<file path="config.mk">
export PLATFORM = sky130hd
export DESIGN_NAME = ksl_ctrl
export DESIGN_NICKNAME = d
export VERILOG_FILES = /design/src/hw/rtl/ksl_pkg.sv /design/src/hw/rtl/ksl_ctrl.sv
export SDC_FILE = /design/constraint.sdc
export NUM_CORES = 1
export LEC_CHECK = 0
export BUFFER_PORTS_ARGS = -buffer_cell sky130_fd_sc_hd__buf_2
export CAP_MARGIN = 0
export CORE_UTILIZATION = 45
export DETAILED_ROUTE_END_ITERATION = 8
export PLACE_DENSITY = 0.7
export RECOVER_POWER = 25
export SYNTH_ARGS = -nofsm -noshare
export SYNTH_HDL_FRONTEND = slang
export SYNTH_SLANG_ARGS = --single-unit
</file>
<file path="constraint.sdc">
create_clock -name clock -period 1.5 [get_ports clock]
set_input_delay 0.075 -clock clock [delete_from_list [all_inputs] [get_ports clock]]
set_output_delay 0.075 -clock clock [all_outputs]
set_load 0.05 [all_outputs]
</file>
<file path="src/hw/rtl/ksl_pkg.sv">
`default_nettype none

package ksl_pkg;

   localparam int MAX_FRAMES  = 64;
   localparam int MAX_SAMPLES = 1024;
   localparam int KEY_AW      = $clog2(MAX_FRAMES);
   localparam int TAB_AW      = $clog2(MAX_SAMPLES);
   localparam int CNT_W       = TAB_AW + 1;
   localparam int TIME_W      = 32;
   localparam int SEG_W       = 6;
   localparam int FC_W        = 7;
   localparam int SPS_W       = 8;
   localparam int CSR_DATA_W  = 8;
   localparam int CSR_IDX_W   = 1;
   localparam int NS_W        = TIME_W + SPS_W - 16;
   localparam int DVS_W       = TIME_W;
   localparam int DIV_W       = TIME_W + NS_W + 1;
   localparam int DIV_CNT_W   = $clog2(DIV_W);

   localparam logic [FC_W-1:0]  FC_MAX    = FC_W'(MAX_FRAMES);
   localparam logic [SPS_W-1:0] SPS_RESET = SPS_W'(30);

   localparam logic [1:0] OP_LOAD    = 2'd0;
   localparam logic [1:0] OP_REBUILD = 2'd1;
   localparam logic [1:0] OP_QUERY   = 2'd2;

   localparam logic [CSR_IDX_W-1:0] CSR_FRAME_COUNT = 1'b0;
   localparam logic [CSR_IDX_W-1:0] CSR_SPS         = 1'b1;

   typedef enum logic [4:0] {
      S_IDLE,
      S_DISPATCH,
      S_RD_LAST,
      S_RD_PEN,
      S_GET_PEN,
      S_NS,
      S_BRANCH,
      S_REB_MUL,
      S_REB_DIV_GO,
      S_REB_DIV_WAIT,
      S_WALK_RD,
      S_WALK_CMP,
      S_LOOP_DIV_GO,
      S_LOOP_DIV_WAIT,
      S_Q_MUL,
      S_Q_DIV_GO,
      S_Q_DIV_WAIT,
      S_TAB_GET,
      S_DONE
   } state_type;

   typedef enum logic [4:0] {
      CMD_NONE,
      CMD_CAPTURE,
      CMD_KEY_WRITE,
      CMD_RD_FIRST,
      CMD_RD_LAST,
      CMD_RD_PEN,
      CMD_GET_PEN,
      CMD_NS,
      CMD_REB_INIT,
      CMD_REB_MUL,
      CMD_REB_T,
      CMD_WALK_RD,
      CMD_WALK_CMP,
      CMD_LOOP_SETUP,
      CMD_OFF_WRAP,
      CMD_OFF_DIRECT,
      CMD_Q_MUL,
      CMD_SET_FAIL,
      CMD_SET_SEG_PEN,
      CMD_TAB_READ,
      CMD_SET_SEG_TAB
   } dp_cmd_type;

   typedef struct packed {
      dp_cmd_type op;
      logic       div_start;
      logic       rsp_valid;
   } ctrl_cmd_type;

   typedef struct packed {
      logic [1:0] op;
      logic       looping;
      logic       n_small;
      logic       ns_small;
      logic       dur_pos;
      logic       le_start;
      logic       ge_pen;
      logic       walk_done;
      logic       last_sample;
      logic       div_done;
      logic       pos_bad;
   } dp_status_type;

endpackage

`default_nettype wire

</file>
<file path="src/hw/rtl/ksl_ctrl.sv">
`default_nettype none

module ksl_ctrl import ksl_pkg::*; (
   input  wire logic          clock,
   input  wire logic          reset,
   input  wire logic          start,
   input  wire dp_status_type status,
   output ctrl_cmd_type       cmd,
   output logic               busy
);

   state_type state_ff;
   state_type state_in;

   always_ff @(posedge clock) begin
      if (reset) begin
         state_ff <= S_IDLE;
      end else begin
         state_ff <= state_in;
      end
   end

   always_comb begin
      state_in      = state_ff;
      cmd.op        = CMD_NONE;
      cmd.div_start = 1'b0;
      cmd.rsp_valid = 1'b0;
      unique case (state_ff)
         S_IDLE: begin
            if (start) begin
               cmd.op   = CMD_CAPTURE;
               state_in = S_DISPATCH;
            end
         end
         S_DISPATCH: begin
            state_in = S_DONE;
            case (status.op) inside
               OP_LOAD: cmd.op = CMD_KEY_WRITE;
               OP_REBUILD, OP_QUERY: begin
                  if (status.n_small) begin
                     if (status.op == OP_QUERY) begin
                        cmd.op = CMD_SET_FAIL;
                     end
                  end else begin
                     cmd.op   = CMD_RD_FIRST;
                     state_in = S_RD_LAST;
                  end
               end
               default: ;
            endcase
         end
         S_RD_LAST: begin
            cmd.op   = CMD_RD_LAST;
            state_in = S_RD_PEN;
         end
         S_RD_PEN: begin
            cmd.op   = CMD_RD_PEN;
            state_in = S_GET_PEN;
         end
         S_GET_PEN: begin
            cmd.op   = CMD_GET_PEN;
            state_in = S_NS;
         end
         S_NS: begin
            cmd.op   = CMD_NS;
            state_in = S_BRANCH;
         end
         S_BRANCH: begin
            state_in = S_DONE;
            if (status.op == OP_REBUILD) begin
               cmd.op = CMD_REB_INIT;
               if (!status.ns_small) begin
                  state_in = S_REB_MUL;
               end
            end else if (status.looping) begin
               if (status.dur_pos) begin
                  cmd.op   = CMD_LOOP_SETUP;
                  state_in = S_LOOP_DIV_GO;
               end else begin
                  cmd.op = CMD_SET_FAIL;
               end
            end else if (status.le_start) begin
               cmd.op = CMD_NONE;
            end else if (status.ge_pen) begin
               cmd.op = CMD_SET_SEG_PEN;
            end else if (!status.dur_pos) begin
               cmd.op = CMD_SET_FAIL;
            end else begin
               cmd.op   = CMD_OFF_DIRECT;
               state_in = S_Q_MUL;
            end
         end
         S_REB_MUL: begin
            cmd.op   = CMD_REB_MUL;
            state_in = S_REB_DIV_GO;
         end
         S_REB_DIV_GO: begin
            cmd.div_start = 1'b1;
            state_in      = S_REB_DIV_WAIT;
         end
         S_REB_DIV_WAIT: begin
            if (status.div_done) begin
               cmd.op   = CMD_REB_T;
               state_in = S_WALK_RD;
            end
         end
         S_WALK_RD: begin
            cmd.op   = CMD_WALK_RD;
            state_in = S_WALK_CMP;
         end
         S_WALK_CMP: begin
            cmd.op = CMD_WALK_CMP;
            if (!status.walk_done) begin
               state_in = S_WALK_RD;
            end else if (status.last_sample) begin
               state_in = S_DONE;
            end else begin
               state_in = S_REB_MUL;
            end
         end
         S_LOOP_DIV_GO: begin
            cmd.div_start = 1'b1;
            state_in      = S_LOOP_DIV_WAIT;
         end
         S_LOOP_DIV_WAIT: begin
            if (status.div_done) begin
               cmd.op   = CMD_OFF_WRAP;
               state_in = S_Q_MUL;
            end
         end
         S_Q_MUL: begin
            cmd.op   = CMD_Q_MUL;
            state_in = S_Q_DIV_GO;
         end
         S_Q_DIV_GO: begin
            cmd.div_start = 1'b1;
            state_in      = S_Q_DIV_WAIT;
         end
         S_Q_DIV_WAIT: begin
            if (status.div_done) begin
               if (status.pos_bad) begin
                  cmd.op   = CMD_SET_FAIL;
                  state_in = S_DONE;
               end else begin
                  cmd.op   = CMD_TAB_READ;
                  state_in = S_TAB_GET;
               end
            end
         end
         S_TAB_GET: begin
            cmd.op   = CMD_SET_SEG_TAB;
            state_in = S_DONE;
         end
         S_DONE: begin
            cmd.rsp_valid = 1'b1;
            state_in      = S_IDLE;
         end
         default: state_in = S_IDLE;
      endcase
   end

   assign busy = state_ff != S_IDLE;

`ifndef SYNTH
   a_rsp_single: assert property (@(posedge clock) disable iff (reset)
      cmd.rsp_valid |=> !cmd.rsp_valid)
      else $error("response strobe longer than one cycle");

   a_start_busy: assert property (@(posedge clock) disable iff (reset)
      (start && !busy) |=> busy)
      else $error("accepted item did not raise busy");

   a_rsp_idle: assert property (@(posedge clock) disable iff (reset)
      cmd.rsp_valid |=> !busy)
      else $error("controller not idle after response");

   a_div_free: assert property (@(posedge clock) disable iff (reset)
      cmd.div_start |=> !cmd.div_start && !status.div_done)
      else $error("divider restarted or finished too early");
`endif

endmodule

`default_nettype wire

</file>
==> run_summary.xml, run 1 <==
<?xml version="1.0" encoding="UTF-8"?>
<metrics>
  <group name="synthesis">
    <metric name="post_synthesis_register_bit_count" unit="">5</metric>
    <metric name="synth-warning-count" unit="">0</metric>
    <metric name="synth-edff-count" unit="">0</metric>
    <metric name="syn_area" unit="um^2">854.6</metric>
    <metric name="yosysTopAreaCell" unit="">sky130_fd_sc_hd__dfxtp_1</metric>
    <metric name="netlist_top_cells_area" unit="">sky130_fd_sc_hd__dfxtp_1 (12%), sky130_fd_sc_hd__a21oi_1 (4.7%), sky130_fd_sc_hd__ha_1 (4.4%), sky130_fd_sc_hd__o21ai_0 (4.1%), sky130_fd_sc_hd__nor2_1 (4.0%)</metric>
    <metric name="postSynthAreaPerCell" unit="um^2">6.948</metric>
    <metric name="number_of_distinct_library_cells_after_synthesis" unit="">48</metric>
    <metric name="synth.top_cell.area_share" unit="">0.1171</metric>
    <metric name="netlist_instances" unit="">123</metric>
    <metric name="synthesis.nets" unit="">141</metric>
    <metric name="postSynth.topFlopCell" unit="">sky130_fd_sc_hd__dfxtp_1</metric>
    <metric name="async_reset_ff_frac" unit="">0</metric>
    <metric name="synth.yosys.seq_area_share" unit="">0.1171</metric>
  </group>
  <group name="cts">
    <metric name="cts.htree.levels" unit="">1</metric>
    <metric name="holdBufCountCts" unit="">0</metric>
    <metric name="cts-root-buf" unit="">sky130_fd_sc_hd__clkbuf_4</metric>
    <metric name="clock_sinks" unit="">5</metric>
    <metric name="cts_inserted_buffers" unit="">3</metric>
    <metric name="max-clock-path-buffers" unit="">2</metric>
  </group>
  <group name="placement">
    <metric name="dpl_worst_slack" unit="ns">-0.2227</metric>
    <metric name="dpl.hpwl" unit="um">2362</metric>
    <metric name="count_of_buffers_from_port_buffering" unit="">22</metric>
    <metric name="place_congestion" unit="">0.9104</metric>
    <metric name="place_area" unit="mm^2">0.001269</metric>
  </group>
  <group name="run_status">
    <metric name="run_status" unit="">did not finish</metric>
    <metric name="stage_where_the_flow_stopped" unit="">global routing (5_1_grt)</metric>
    <metric name="stop_error" unit="">[ERROR GRT-0232] Routing congestion too high. Check the congestion heatmap in the GUI.</metric>
  </group>
  <group name="floorplan">
    <metric name="ioPinCount" unit="">23</metric>
    <metric name="die_y" unit="um">45.58</metric>
    <metric name="dieWidth" unit="um">45.58</metric>
    <metric name="placement_rows" unit="">15</metric>
    <metric name="initial_utilization" unit="">0.4896</metric>
  </group>
  <group name="timing">
    <metric name="grt_repair_worst_endpoint" unit="">cmd[2]</metric>
    <metric name="worst-ep-kind" unit="">output port</metric>
  </group>
  <group name="grt">
    <metric name="groute.usage.overall" unit="">0.6555</metric>
    <metric name="maximum_number_of_pins_on_one_net_before_global_route_repair" unit="">15</metric>
    <metric name="remaining_overflow_grt" unit="">11</metric>
  </group>
</metrics>
==> metal layers <==
metal  GRT usage  GRT overflow
met3      0.5000             1
met1      0.6214             0
met2      0.8629             2
met5           0             0
met4      0.6788             8
==> synth_stat cells, types with 2 or more instances <==
cell / count
sky130_fd_sc_hd__buf_6: 2
sky130_fd_sc_hd__nor2b_1: 5
sky130_fd_sc_hd__nor4_1: 4
sky130_fd_sc_hd__buf_2: 4
sky130_fd_sc_hd__o22ai_1: 4
sky130_fd_sc_hd__dfxtp_1: 5
sky130_fd_sc_hd__inv_1: 8
sky130_fd_sc_hd__nand2_1: 8
sky130_fd_sc_hd__o21ai_0: 7
sky130_fd_sc_hd__a211o_1: 3
sky130_fd_sc_hd__nor2_1: 9
sky130_fd_sc_hd__or3_1: 2
sky130_fd_sc_hd__buf_4: 2
sky130_fd_sc_hd__a21boi_0: 2
sky130_fd_sc_hd__a21oi_1: 8
sky130_fd_sc_hd__a31oi_1: 3
sky130_fd_sc_hd__ha_1: 3
sky130_fd_sc_hd__nand4_1: 2
sky130_fd_sc_hd__clkbuf_1: 3
sky130_fd_sc_hd__or4b_1: 2
sky130_fd_sc_hd__nand3_1: 3
sky130_fd_sc_hd__o2111ai_1: 2
sky130_fd_sc_hd__nand2b_1: 5
sky130_fd_sc_hd__nand3b_1: 3
==> per-stage QoR <==
| step | TNS, ns | hold WS, ns | cells |
|---|---|---|---|
| after CTS | -1.302 | 0.04864 | 206 |
| after detailed placement | -0.9871 | 0.3215 | 195 |
| after global placement | -0.8998 | 0.3276 | 195 |
| after floorplan | -0.2137 | 0.1472 | 123 |
==> repair_timing <==
action | in CTS
setup buffers | 8
pin swaps | 11
gates resized for setup | 44
setup endpoints to repair | 11
hold endpoints to repair | 0
==> cells by family after synthesis <==
| family | after synthesis | synth area share |
|---|---|---|
| flip-flops | 5 | 0.1171 |
| AO/OA/AOI/OAI | 45 | 0.3734 |
| buffers and inverters | 19 | 0.1157 |
| adder cells (fa/ha/maj) | 3 | 0.04393 |
| AND/OR/NAND/NOR | 51 | 0.3499 |
==> run 2, diff against run 1 <==
--- a/config.mk
+++ b/config.mk
@@ -7,9 +7,10 @@
 export LEC_CHECK = 0
 export BUFFER_PORTS_ARGS = -buffer_cell sky130_fd_sc_hd__buf_2
 export CAP_MARGIN = 0
-export CORE_UTILIZATION = 45
+export CORE_AREA = 2 2 63 65
 export DETAILED_ROUTE_END_ITERATION = 8
-export PLACE_DENSITY = 0.7
+export DIE_AREA = 0 0 65 67
+export PLACE_DENSITY_LB_ADDON = 0.15
 export RECOVER_POWER = 25
 export SYNTH_ARGS = -nofsm -noshare
 export SYNTH_HDL_FRONTEND = slang
==> run 2 against run 1 <==
  * The flow now finishes, with violations (negative setup slack)
  * Synthesized cell count stayed put
  * Synthesized area stayed put
==> run_summary.xml, run 2 <==
<?xml version="1.0" encoding="UTF-8"?>
<metrics>
  <group name="power">
    <metric name="cellLeakagePower" unit="uW">0.0006874</metric>
    <metric name="p_per_area" unit="mW/mm^2">1469</metric>
    <metric name="vdd_drop_max" unit="uV">475.5</metric>
  </group>
  <group name="cts">
    <metric name="cts.htree.levels" unit="">1</metric>
    <metric name="clkLatencyLatePin" unit="ns">0.22</metric>
    <metric name="cts_tree" unit="">built</metric>
    <metric name="cts_inserted_buffers" unit="">3</metric>
    <metric name="clock_sinks" unit="">5</metric>
    <metric name="max-clock-path-buffers" unit="">2</metric>
    <metric name="reg_clk_slew_reported_paths" unit="ns">0.04</metric>
    <metric name="cts-root-buf" unit="">sky130_fd_sc_hd__clkbuf_8</metric>
  </group>
  <group name="synthesis">
    <metric name="synth.yosys.seq_area_share" unit="">0.1171</metric>
    <metric name="synth.mux.area_fraction" unit="">0</metric>
    <metric name="synth-edff-count" unit="">0</metric>
    <metric name="synth_compound_gate_area_share" unit="">0.3734</metric>
    <metric name="postSynth.topFlopCell" unit="">sky130_fd_sc_hd__dfxtp_1</metric>
    <metric name="postSynthAreaPerCell" unit="um^2">6.948</metric>
    <metric name="syn_area" unit="um^2">854.6</metric>
    <metric name="yosysTopAreaCell" unit="">sky130_fd_sc_hd__dfxtp_1</metric>
    <metric name="netlist_top_cells_area" unit="">sky130_fd_sc_hd__dfxtp_1 (12%), sky130_fd_sc_hd__a21oi_1 (4.7%), sky130_fd_sc_hd__ha_1 (4.4%), sky130_fd_sc_hd__o21ai_0 (4.1%), sky130_fd_sc_hd__nor2_1 (4.0%)</metric>
    <metric name="synth_top_family_by_area" unit="">compound AO/OA/AOI/OAI gates</metric>
    <metric name="yosys.cell_count.top_type" unit="">sky130_fd_sc_hd__nor2_1</metric>
    <metric name="synthesis.nets" unit="">141</metric>
    <metric name="netlist_instances" unit="">123</metric>
    <metric name="synth-warning-count" unit="">0</metric>
    <metric name="number_of_distinct_library_cells_after_synthesis" unit="">48</metric>
    <metric name="synth_xor_xnor_area_share" unit="">0</metric>
    <metric name="synth.top_cell.area_share" unit="">0.1171</metric>
    <metric name="commonest_cells_in_the_synthesized_netlist" unit="">sky130_fd_sc_hd__nor2_1 (9), sky130_fd_sc_hd__a21oi_1 (8), sky130_fd_sc_hd__inv_1 (8), sky130_fd_sc_hd__nand2_1 (8), sky130_fd_sc_hd__o21ai_0 (7)</metric>
    <metric name="post_synthesis_register_bit_count" unit="">5</metric>
    <metric name="synth-simple-area-share" unit="">0.3499</metric>
    <metric name="async_reset_ff_frac" unit="">0</metric>
    <metric name="yosys.area_share.adder" unit="">0.04392</metric>
  </group>
  <group name="timing">
    <metric name="worst_slack" unit="ns">-0.2806</metric>
    <metric name="timing.final.hold_violations" unit="">0</metric>
    <metric name="post-route-period-util" unit="">1.187</metric>
    <metric name="maxClockFrequency" unit="MHz">561.6</metric>
    <metric name="holdWs" unit="ns">0.08517</metric>
    <metric name="clock-skew-final" unit="ns">0.002452</metric>
    <metric name="final-max-slew-violation-count" unit="">0</metric>
    <metric name="post-route-min-period" unit="ns">1.781</metric>
    <metric name="setup_violators_final" unit="">12</metric>
    <metric name="worst_slew_pin_slew" unit="ns">0.3498</metric>
    <metric name="rsz_0062_raised_after_global_routing" unit="">yes</metric>
    <metric name="maxSlewHeadroom" unit="">0.7647</metric>
  </group>
  <group name="grt">
    <metric name="remaining_overflow_grt" unit="">0</metric>
    <metric name="number_of_global_route_vias_before_repair" unit="">1179</metric>
    <metric name="grt_first_pass_wirelength" unit="um">5506</metric>
    <metric name="maximum_number_of_pins_on_one_net_before_global_route_repair" unit="">12</metric>
    <metric name="groute.usage.overall" unit="">0.1627</metric>
    <metric name="antenna_found_initial" unit="">0</metric>
  </group>
  <group name="run_status">
    <metric name="run_status" unit="">finished, violations left</metric>
    <metric name="violations" unit="">negative setup slack</metric>
  </group>
  <group name="worst_setup_path">
    <metric name="critical_path_end_type" unit="">output pin</metric>
    <metric name="crit_type" unit="">reg2out</metric>
    <metric name="critPathMostFrequentCell" unit="">sky130_fd_sc_hd__buf_6</metric>
    <metric name="setup_slack_of_the_most_critical_reg_to_reg_path" unit="ns">-0.16</metric>
    <metric name="critPathRequiredTime" unit="ns">1.42</metric>
    <metric name="timing.critical_path.fanout_max" unit="">11</metric>
    <metric name="critical_path.slowest_cell" unit="">sky130_fd_sc_hd__dfxtp_2</metric>
    <metric name="timing.critical_path.slowest_cell_delay" unit="ns">0.36</metric>
    <metric name="worst_r2r_startpoint" unit="">state_ff[2]</metric>
    <metric name="cp-start-kind" unit="">flop</metric>
    <metric name="worst_r2r_path_depth" unit="">8</metric>
    <metric name="worstReg2RegEnd" unit="">state_ff[2]</metric>
    <metric name="path_cells" unit="">buf_6 -&gt; and2b_2 -&gt; nand3_1 -&gt; nor2_1 -&gt; a211o_2 -&gt; buf_6</metric>
    <metric name="critical_path_arrival" unit="ns">1.71</metric>
  </group>
  <group name="finish">
    <metric name="layout-drive-gt1-share" unit="">0.5455</metric>
    <metric name="areaGrowthSynthToFinish" unit="%">89.75</metric>
    <metric name="n_diodes" unit="">0</metric>
    <metric name="final_cell_mix" unit="">sky130_fd_sc_hd__buf_4 (40), sky130_fd_sc_hd__buf_2 (15), sky130_fd_sc_hd__buf_6 (12), sky130_fd_sc_hd__nor2_1 (9), sky130_fd_sc_hd__inv_1 (8)</metric>
    <metric name="largest_registers" unit="">state_ff x5</metric>
    <metric name="largest_register_ff_count" unit="">5</metric>
    <metric name="registers.top_by_ff_count" unit="">state_ff</metric>
    <metric name="nFillCells" unit="">359</metric>
    <metric name="layout_commonest_cell" unit="">sky130_fd_sc_hd__buf_4</metric>
    <metric name="final_cell_count_no_fill" unit="">235</metric>
    <metric name="layout_net_count" unit="">206</metric>
  </group>
  <group name="route">
    <metric name="firstDrtPassIters" unit="">4</metric>
    <metric name="drt_first_iter_violations" unit="">57</metric>
    <metric name="routed_via_count_divided_by_cell_count" unit="">5.191</metric>
    <metric name="drc" unit="">0</metric>
    <metric name="wl_per_cell" unit="um">15.34</metric>
    <metric name="antenna_viol_nets_final" unit="">0</metric>
    <metric name="via_count_of_the_routed_design" unit="">1220</metric>
    <metric name="routed_wl" unit="um">3606</metric>
  </group>
  <group name="floorplan">
    <metric name="initial_utilization" unit="">0.2370</metric>
    <metric name="dieWidth" unit="um">65</metric>
    <metric name="design.die.area" unit="mm^2">0.004355</metric>
    <metric name="placement_rows" unit="">22</metric>
    <metric name="die_y" unit="um">67</metric>
    <metric name="placeableCoreArea" unit="mm^2">0.003606</metric>
    <metric name="ioPinCount" unit="">23</metric>
  </group>
  <group name="worst_hold_path">
    <metric name="whs_path_depth" unit="">2</metric>
    <metric name="worstHoldEndpoint" unit="">state_ff[3]</metric>
    <metric name="hp-class" unit="">in2reg</metric>
    <metric name="hold_path_startpoint" unit="">reset</metric>
  </group>
  <group name="placement">
    <metric name="dp.cells" unit="">222</metric>
    <metric name="count_of_buffers_from_port_buffering" unit="">22</metric>
    <metric name="place_congestion" unit="">0.8034</metric>
    <metric name="dpl.hpwl" unit="um">2603</metric>
  </group>
  <group name="run">
    <metric name="drv.max_cap_violation_count" unit="">0</metric>
  </group>
</metrics>
-- run 2: cell counts after synthesis --
No cell type changed its count.
-- run 2: per-layer routing --
layer,vias to the layer above,track usage,share of wire
met1,575,0.1915,0.41
met4,0,0.04787,0.018
met3,6,0.03378,0.047
met2,43,0.2951,0.53
met5,-,0,0
li1,596,-,-
-- run 2: power breakdown --
part	switching, uW	internal (uW)
Clock	67.4	183
Sequential	62.8	186
Combinational	995	888
Total	1130	1260
-- run 2: cell type report --
type / count / area (um^2) / share of cell area
clock buffers: 4 / 45.04 / 0.02778
inverters: 8 / 30.03 / 0.01852
multi-input cells: 99 / 813.3 / 0.5015
flip-flops and latches: 5 / 113.9 / 0.07022
well taps: 48 / 60.06 / 0.03704
repair buffers: 71 / 559.3 / 0.3449
-- run 2: cell families (layout without fill, tap and decap cells) --
| kind of cell | Yosys count | after routing |
|---|---|---|
| AO/OA/AOI/OAI | 45 | 45 |
| adder cells (fa/ha/maj) | 3 | 3 |
| buffers and inverters | 19 | 83 |
| flip-flops | 5 | 5 |
| AND/OR/NAND/NOR | 51 | 51 |
-- run 2: critical path: cells and delay by family, from the launching register on --
family | cells | cell delay (ns)
compound gates | 1 | 0.33
flops | 1 | 0.36
simple gates | 3 | 0.45
buf+inv | 2 | 0.33
-- run 2: how the worst max path moves through the flow --
stage | endpoint | depth (start not counted) | slack, ns | startpoint
after CTS | cmd[2] | 5 | -0.28 | state_ff[1]
after global placement | cmd[4] | 6 | -0.19 | state_ff[2]
final | cmd[4] | 6 | -0.28 | state_ff[1]
after global routing | cmd[4] | 6 | -0.32 | state_ff[1]
after floorplan | cmd[2] | 5 | -0.10 | state_ff[1]
after detailed placement | cmd[4] | 6 | -0.20 | state_ff[2]
-- run 2: per-stage QoR --
stage | setup WS [ns] | setup TNS [ns] | utilization | area [um^2] | total power, uW
2_1_floorplan | -0.1041 | -0.2137 | - | 940.9 | 1230
3_3_place_gp | -0.1878 | -0.9329 | 0.3681 | 1328 | 1768
3_5_place_dp | -0.1992 | -0.8907 | 0.3681 | 1328 | 1761
4_1_cts | -0.2782 | -1.384 | 0.4209 | 1518 | 2247
5_1_grt | -0.3242 | -2.276 | 0.4497 | 1622 | 2510
6_report | -0.2806 | -1.578 | 0.4497 | 1622 | 2382
-- run 2: what timing repair did --
action                                  4_1_cts  5_1_grt
endpoints found under the setup margin       10       11
gates resized for setup                      35       15
buffers inserted                              3        6
hold buffers                                  0        0
pin swaps                                     9        5
No activity file was read; power rests on OpenSTA's default activity.
==> run 3, diff against run 2 <==
==> constraint.sdc (replaced) <==
create_clock -name clock -period 2.2 [get_ports clock]
set_input_delay 0.11 -clock clock [delete_from_list [all_inputs] [get_ports clock]]
set_output_delay 0.11 -clock clock [all_outputs]
set_load 0.05 [all_outputs]
==> run 3 against run 2 <==
  * The run now ends clean
  * Core utilization down 16 points
  * Sequential cell count did not move
  * First-iteration DRC count fell by 16%
  * Count of clock-buffer cells in the layout is the same
  * Highest routed layer unchanged
==> run_summary.xml, run 3 (synthesis results as in run 2) <==
<?xml version="1.0" encoding="UTF-8"?>
<metrics>
  <group name="finish">
    <metric name="areaGrowthSynthToFinish" unit="%">23.13</metric>
    <metric name="largest_registers" unit="">state_ff x5</metric>
    <metric name="layout_commonest_cell" unit="">sky130_fd_sc_hd__buf_2</metric>
    <metric name="registers.top_by_ff_count" unit="">state_ff</metric>
    <metric name="layout-drive-gt1-share" unit="">0.2587</metric>
    <metric name="area.sequential" unit="um^2">103.9</metric>
    <metric name="layout_net_count" unit="">162</metric>
    <metric name="multi_input_area" unit="um^2">663.1</metric>
    <metric name="nFillCells" unit="">388</metric>
    <metric name="final_cell_count_no_fill" unit="">191</metric>
    <metric name="final_cell_mix" unit="">sky130_fd_sc_hd__buf_2 (21), sky130_fd_sc_hd__nor2_1 (9), sky130_fd_sc_hd__inv_1 (8), sky130_fd_sc_hd__nand2_1 (8), sky130_fd_sc_hd__a21oi_1 (8)</metric>
    <metric name="largest_register_ff_count" unit="">5</metric>
    <metric name="n_diodes" unit="">0</metric>
  </group>
  <group name="grt">
    <metric name="maximum_number_of_pins_on_one_net_before_global_route_repair" unit="">20</metric>
    <metric name="antenna_found_initial" unit="">0</metric>
    <metric name="groute.usage.overall" unit="">0.1373</metric>
    <metric name="remaining_overflow_grt" unit="">0</metric>
    <metric name="number_of_global_route_vias_before_repair" unit="">921</metric>
    <metric name="grt_first_pass_wirelength" unit="um">4581</metric>
  </group>
  <group name="worst_hold_path">
    <metric name="whs_path_depth" unit="">2</metric>
    <metric name="hold_path_startpoint" unit="">reset</metric>
    <metric name="hp-class" unit="">in2reg</metric>
    <metric name="worstHoldEndpoint" unit="">state_ff[3]</metric>
  </group>
  <group name="route">
    <metric name="drt_first_iter_violations" unit="">48</metric>
    <metric name="drc" unit="">0</metric>
    <metric name="via_count_of_the_routed_design" unit="">1022</metric>
    <metric name="drt-met1-wl" unit="um">1288</metric>
    <metric name="firstDrtPassIters" unit="">5</metric>
    <metric name="met2_wirelength" unit="um">1275</metric>
    <metric name="wl_per_cell" unit="um">14.62</metric>
    <metric name="routed.top_layer" unit="">met4</metric>
    <metric name="routed_wl" unit="um">2792</metric>
    <metric name="routed_via_count_divided_by_cell_count" unit="">5.351</metric>
    <metric name="met3_wirelength" unit="um">189</metric>
    <metric name="antenna_viol_nets_final" unit="">0</metric>
  </group>
  <group name="timing">
    <metric name="setup_total_negative_slack" unit="ns">0</metric>
    <metric name="maxClockFrequency" unit="MHz">499.4</metric>
    <metric name="worst_slew_pin_slew" unit="ns">0.4099</metric>
    <metric name="maxSlewHeadroom" unit="">0.7261</metric>
    <metric name="timing.final.hold_violations" unit="">0</metric>
    <metric name="post-route-period-util" unit="">0.9102</metric>
    <metric name="holdWs" unit="ns">0.1333</metric>
    <metric name="final-max-slew-violation-count" unit="">0</metric>
    <metric name="rsz_0062_raised_after_global_routing" unit="">no</metric>
    <metric name="setup_violators_final" unit="">0</metric>
    <metric name="post-route-min-period" unit="ns">2.002</metric>
    <metric name="clock-skew-final" unit="ns">0.001246</metric>
  </group>
  <group name="power">
    <metric name="netSwitchingPower" unit="uW">593.3</metric>
    <metric name="internal-power" unit="uW">500.2</metric>
    <metric name="sw_frac_of_total" unit="">0.5426</metric>
    <metric name="power_frac_seq" unit="">0.180</metric>
    <metric name="vdd_drop_max" unit="uV">573.7</metric>
    <metric name="clock_power_share" unit="">0.162</metric>
    <metric name="p_per_area" unit="mW/mm^2">1039</metric>
    <metric name="power_frac_comb" unit="">0.659</metric>
    <metric name="cellLeakagePower" unit="uW">0.0004239</metric>
  </group>
  <group name="worst_setup_path">
    <metric name="critPathRequiredTime" unit="ns">2.09</metric>
    <metric name="crit_type" unit="">reg2out</metric>
    <metric name="critical_path_end_type" unit="">output pin</metric>
    <metric name="worst_r2r_path_depth" unit="">5</metric>
    <metric name="timing.critical_path.fanout_max" unit="">19</metric>
    <metric name="worst_r2r_startpoint" unit="">state_ff[3]</metric>
    <metric name="worstReg2RegEnd" unit="">state_ff[1]</metric>
    <metric name="cp-start-kind" unit="">flop</metric>
    <metric name="critical_path_arrival" unit="ns">1.89</metric>
    <metric name="setup_slack_of_the_most_critical_reg_to_reg_path" unit="ns">0.64</metric>
  </group>
  <group name="cts">
    <metric name="postCtsSetupBuffers" unit="">0</metric>
    <metric name="cts_inserted_buffers" unit="">3</metric>
    <metric name="cts-root-buf" unit="">sky130_fd_sc_hd__clkbuf_8</metric>
    <metric name="cts_tree" unit="">built</metric>
    <metric name="clkLatencyLatePin" unit="ns">0.23</metric>
    <metric name="clock_sinks" unit="">5</metric>
    <metric name="max-clock-path-buffers" unit="">2</metric>
    <metric name="holdBufCountCts" unit="">0</metric>
    <metric name="reg_clk_slew_reported_paths" unit="ns">0.04</metric>
    <metric name="cts.htree.levels" unit="">1</metric>
    <metric name="cts_resized" unit="">0</metric>
  </group>
  <group name="floorplan">
    <metric name="placement_rows" unit="">22</metric>
    <metric name="dieWidth" unit="um">65</metric>
    <metric name="initial_utilization" unit="">0.2370</metric>
    <metric name="design.die.area" unit="mm^2">0.004355</metric>
    <metric name="placeableCoreArea" unit="mm^2">0.003606</metric>
    <metric name="die_y" unit="um">67</metric>
    <metric name="ioPinCount" unit="">23</metric>
  </group>
  <group name="placement">
    <metric name="dpl.hpwl" unit="um">2101</metric>
    <metric name="count_of_buffers_from_port_buffering" unit="">22</metric>
    <metric name="dp.cells" unit="">187</metric>
    <metric name="place_congestion" unit="">0.8229</metric>
  </group>
  <group name="run_status">
    <metric name="run_status" unit="">completed</metric>
  </group>
  <group name="run">
    <metric name="drv.max_cap_violation_count" unit="">0</metric>
  </group>
</metrics>
==> run 3: cell count changes in the layout (fill, tap and decap cells not counted), moves of 2 or more <==
cell	change
sky130_fd_sc_hd__a211o_1	+2
sky130_fd_sc_hd__a211o_2	-2
sky130_fd_sc_hd__a21oi_1	+2
sky130_fd_sc_hd__buf_2	+6
sky130_fd_sc_hd__buf_4	-35
sky130_fd_sc_hd__buf_6	-12
sky130_fd_sc_hd__buf_8	-3
sky130_fd_sc_hd__dfxtp_1	+2
sky130_fd_sc_hd__dfxtp_4	-3
sky130_fd_sc_hd__o2111ai_1	+2
sky130_fd_sc_hd__o21ai_0	+2
==> run 3: layout make-up <==
type | count | area share
multi-input cells | 99 | 0.6302
repair buffers | 27 | 0.1427
flip-flops and latches | 5 | 0.09869
well taps | 48 | 0.05707
clock buffers | 4 | 0.04281
inverters | 8 | 0.02854
==> run 3: power groups by stage <==
| stage | combinational (uW) | clock, uW | sequential, uW |
|---|---|---|---|
| detailed placement | 708 | 0 | 190 |
| finish | 720 | 177 | 196 |
| floorplan | 623 | 0 | 129 |
| global placement | 720 | 0 | 191 |
| global route | 784 | 189 | 205 |
| CTS | 713 | 179 | 190 |
==> run 3: through the flow <==
step	total power (uW)	area (um^2)	utilization	worst slack, ns
floorplan	752.2	860.8	-	0.09329
global placement	910.9	999.7	0.2772	0.2524
detailed placement	898.7	999.7	0.2772	0.2869
CTS	1081	1045	0.2897	0.03742
global route	1178	1052	0.2918	0.07991
finish	1093	1052	0.2918	0.1975
==> run 3: worst max-delay path by stage <==
stage / slack (ns) / cells after the start / to / start
after floorplan: 0.09 / 4 / cmd[1] / state_ff[0]
after global placement: 0.25 / 4 / cmd[6] / state_ff[2]
after detailed placement: 0.29 / 5 / cmd[6] / state_ff[0]
after CTS: 0.04 / 5 / cmd[6] / state_ff[0]
after global routing: 0.08 / 5 / cmd[6] / state_ff[0]
final: 0.20 / 6 / cmd[3] / state_ff[3]
==> run 3: critical path, stage by stage, from the launching register on <==
cell and delay, ns:
sky130_fd_sc_hd__dfxtp_1 0.32, sky130_fd_sc_hd__buf_4 0.21, sky130_fd_sc_hd__or2b_1 0.30, sky130_fd_sc_hd__or3_1 0.32, sky130_fd_sc_hd__o22ai_1 0.14, sky130_fd_sc_hd__a211o_1 0.11
sky130_fd_sc_hd__buf_2 0.25
==> run 3: metal layers <==
metal,global-route usage,up-vias
li1,-,505
met1,0.1829,474
met2,0.2191,39
met3,0.03209,4
met4,0.03989,0
met5,0,-
==> run 4, diff against run 3 <==
==> constraint.sdc (replaced) <==
create_clock -name clock -period 1.9 [get_ports clock]
set_input_delay 0.095 -clock clock [delete_from_list [all_inputs] [get_ports clock]]
set_output_delay 0.095 -clock clock [all_outputs]
set_load 0.02 [all_outputs]
==> run 4 against run 3 <==
  * Global-route usage down 0.53 points
  * Core utilization up 1.8 points
  * Setup slack worse by 0.14 ns
  * Combinational power up 11%
  * Sequential cell count unchanged
  * Via count up 2.4%
  * Die area unchanged
  * Clock skew up 0.0048 ns
  * Power up 10%
  * Cell count up 3.1%
  * Register-to-register slack worse by 0.31 ns
  * Critical path type unchanged
==> run_summary.xml, run 4 (synthesis results as in run 2) <==
<?xml version="1.0" encoding="UTF-8"?>
<metrics>
  <group name="placement">
    <metric name="place_area" unit="mm^2">0.001044</metric>
    <metric name="dpl.hpwl" unit="um">2282</metric>
    <metric name="count_of_buffers_from_port_buffering" unit="">22</metric>
    <metric name="place_congestion" unit="">0.8211</metric>
    <metric name="dpl_worst_slack" unit="ns">0.1786</metric>
  </group>
  <group name="worst_setup_path">
    <metric name="critPathRequiredTime" unit="ns">1.80</metric>
    <metric name="timing.critical_path.fanout_max" unit="">19</metric>
    <metric name="worstReg2RegEnd" unit="">state_ff[1]</metric>
    <metric name="timing.critical_path.slowest_cell_delay" unit="ns">0.35</metric>
    <metric name="crit_type" unit="">reg2out</metric>
    <metric name="path_cells" unit="">buf_12 -&gt; or2b_1 -&gt; or3_1 -&gt; o22ai_1 -&gt; a211o_1 -&gt; buf_2</metric>
    <metric name="cp-start-kind" unit="">flop</metric>
    <metric name="worstSetupStartpoint" unit="">state_ff[3]</metric>
    <metric name="critical_path_end_type" unit="">output pin</metric>
    <metric name="critical_path.slowest_cell" unit="">sky130_fd_sc_hd__dfxtp_1</metric>
    <metric name="critical_path_arrival" unit="ns">1.75</metric>
    <metric name="setup_slack_of_the_most_critical_reg_to_reg_path" unit="ns">0.33</metric>
    <metric name="worst_r2r_path_depth" unit="">5</metric>
    <metric name="worst_r2r_startpoint" unit="">state_ff[3]</metric>
  </group>
  <group name="finish">
    <metric name="postLayoutCellArea" unit="mm^2">0.001119</metric>
    <metric name="n_diodes" unit="">0</metric>
    <metric name="registers.top_by_ff_count" unit="">state_ff</metric>
    <metric name="largest_register_ff_count" unit="">5</metric>
    <metric name="largest_registers" unit="">state_ff x5</metric>
    <metric name="areaGrowthSynthToFinish" unit="%">30.89</metric>
    <metric name="layout_net_count" unit="">168</metric>
    <metric name="layout_commonest_cell" unit="">sky130_fd_sc_hd__buf_2</metric>
    <metric name="final_cell_mix" unit="">sky130_fd_sc_hd__buf_2 (20), sky130_fd_sc_hd__buf_4 (11), sky130_fd_sc_hd__nor2_1 (9)</metric>
    <metric name="layout-drive-gt1-share" unit="">0.2886</metric>
  </group>
  <group name="timing">
    <metric name="worst_slew_pin_slew" unit="ns">0.3761</metric>
    <metric name="post-route-period-util" unit="">0.9693</metric>
    <metric name="timing.final.hold_violations" unit="">0</metric>
    <metric name="clock-skew-final" unit="ns">0.006076</metric>
    <metric name="final-max-slew-violation-count" unit="">0</metric>
    <metric name="post-route-min-period" unit="ns">1.842</metric>
    <metric name="maxSlewHeadroom" unit="">0.7485</metric>
    <metric name="setup_violators_final" unit="">0</metric>
    <metric name="worst_slack" unit="ns">0.05834</metric>
    <metric name="maxClockFrequency" unit="MHz">543.0</metric>
    <metric name="holdWs" unit="ns">0.1320</metric>
  </group>
  <group name="route">
    <metric name="wl_per_cell" unit="um">14.31</metric>
    <metric name="via_count_of_the_routed_design" unit="">1047</metric>
    <metric name="routed_via_count_divided_by_cell_count" unit="">5.315</metric>
    <metric name="drt_first_iter_violations" unit="">25</metric>
    <metric name="antenna_viol_nets_final" unit="">0</metric>
    <metric name="routed_wl" unit="um">2819</metric>
    <metric name="drc" unit="">0</metric>
    <metric name="firstDrtPassIters" unit="">4</metric>
  </group>
  <group name="power">
    <metric name="power_frac_comb" unit="">0.662</metric>
    <metric name="clock_power_share" unit="">0.169</metric>
    <metric name="cellLeakagePower" unit="uW">0.0004601</metric>
    <metric name="power_frac_seq" unit="">0.169</metric>
    <metric name="internal-power" unit="uW">640.6</metric>
    <metric name="vdd_drop_max" unit="uV">221.4</metric>
    <metric name="netSwitchingPower" unit="uW">562.2</metric>
    <metric name="p_per_area" unit="mW/mm^2">1075</metric>
    <metric name="sw_frac_of_total" unit="">0.4674</metric>
  </group>
  <group name="cts">
    <metric name="cts-root-buf" unit="">sky130_fd_sc_hd__clkbuf_8</metric>
    <metric name="max-clock-path-buffers" unit="">2</metric>
    <metric name="cts.htree.levels" unit="">1</metric>
    <metric name="clock_sinks" unit="">5</metric>
    <metric name="cts_inserted_buffers" unit="">3</metric>
    <metric name="clkLatencyLatePin" unit="ns">0.23</metric>
    <metric name="reg_clk_slew_reported_paths" unit="ns">0.03</metric>
    <metric name="holdBufCountCts" unit="">0</metric>
    <metric name="cts_tree" unit="">built</metric>
  </group>
  <group name="grt">
    <metric name="number_of_global_route_vias_before_repair" unit="">981</metric>
    <metric name="groute.usage.overall" unit="">0.1320</metric>
    <metric name="maximum_number_of_pins_on_one_net_before_global_route_repair" unit="">20</metric>
    <metric name="antenna_found_initial" unit="">0</metric>
    <metric name="grt_first_pass_wirelength" unit="um">4485</metric>
    <metric name="remaining_overflow_grt" unit="">0</metric>
  </group>
  <group name="floorplan">
    <metric name="design.die.area" unit="mm^2">0.004355</metric>
    <metric name="placement_rows" unit="">22</metric>
    <metric name="dieWidth" unit="um">65</metric>
    <metric name="die_y" unit="um">67</metric>
    <metric name="ioPinCount" unit="">23</metric>
    <metric name="initial_utilization" unit="">0.2370</metric>
    <metric name="placeableCoreArea" unit="mm^2">0.003606</metric>
  </group>
  <group name="worst_hold_path">
    <metric name="whs_path_depth" unit="">2</metric>
    <metric name="worstHoldEndpoint" unit="">state_ff[3]</metric>
    <metric name="hp-class" unit="">in2reg</metric>
    <metric name="hold_path_startpoint" unit="">reset</metric>
  </group>
  <group name="run_status">
    <metric name="run_status" unit="">completed</metric>
  </group>
  <group name="run">
    <metric name="drv.max_cap_violation_count" unit="">0</metric>
  </group>
</metrics>
run 4: repair_timing:
action	in CTS	in global routing
pin swaps	0	2
buffers inserted	0	1
resized for setup	2	7
setup endpoints to repair	1	5
run 4: cell type report:
type                    count  area [um^2]
fillers                   393         2487
multi-input cells          99        663.1
repair buffers             33        214.0
flip-flops and latches      5        106.4
well taps                  48        60.06
clock buffers               4        45.04
inverters                   8        30.03
run 4: power by group through the flow:
stage	logic (uW)	clock network [uW]	registers [uW]
CTS	763	202	197
detailed placement	752	0	197
finish	796	204	203
floorplan	575	0	150
global placement	767	0	197
global route	863	210	210
run 4: how the worst max path moves through the flow:
stage	endpoint	slack, ns	cells after the start
floorplan	cmd[2]	0.27	5
global placement	cmd[2]	0.14	5
detailed placement	cmd[2]	0.18	5
CTS	cmd[2]	0.008	5
global route	cmd[2]	-0.004	5
finish	cmd[3]	0.06	6
run 4: worst max-delay path: cells and delay by family (launching register included):
family / cells / cell delay, ns
AO/OA/AOI/OAI: 2 / 0.22
buffers and inverters: 2 / 0.32
flip-flops: 1 / 0.35
AND/OR/NAND/NOR: 2 / 0.64
run 4: through the flow:
step	TNS (ns)	utilization	power [uW]	instances
3_5_place_dp	0	0.2894	949.4	192
6_report	0	0.3102	1203	197
2_1_floorplan	0	-	724.4	123
3_3_place_gp	0	0.2894	963.7	192
5_1_grt	-0.003983	0.3102	1284	197
4_1_cts	0	0.3040	1162	196
run 4: layer usage:
metal / share of wire / wire length [um] / up-vias / track usage
met4: 0.016 / 44 / 0 / 0.03723
met2: 0.47 / 1332 / 38 / 0.2152
met5: 0 / 0 / - / 0
li1: - / - / 518 / -
met3: 0.076 / 215 / 4 / 0.04223
met1: 0.43 / 1226 / 487 / 0.1660
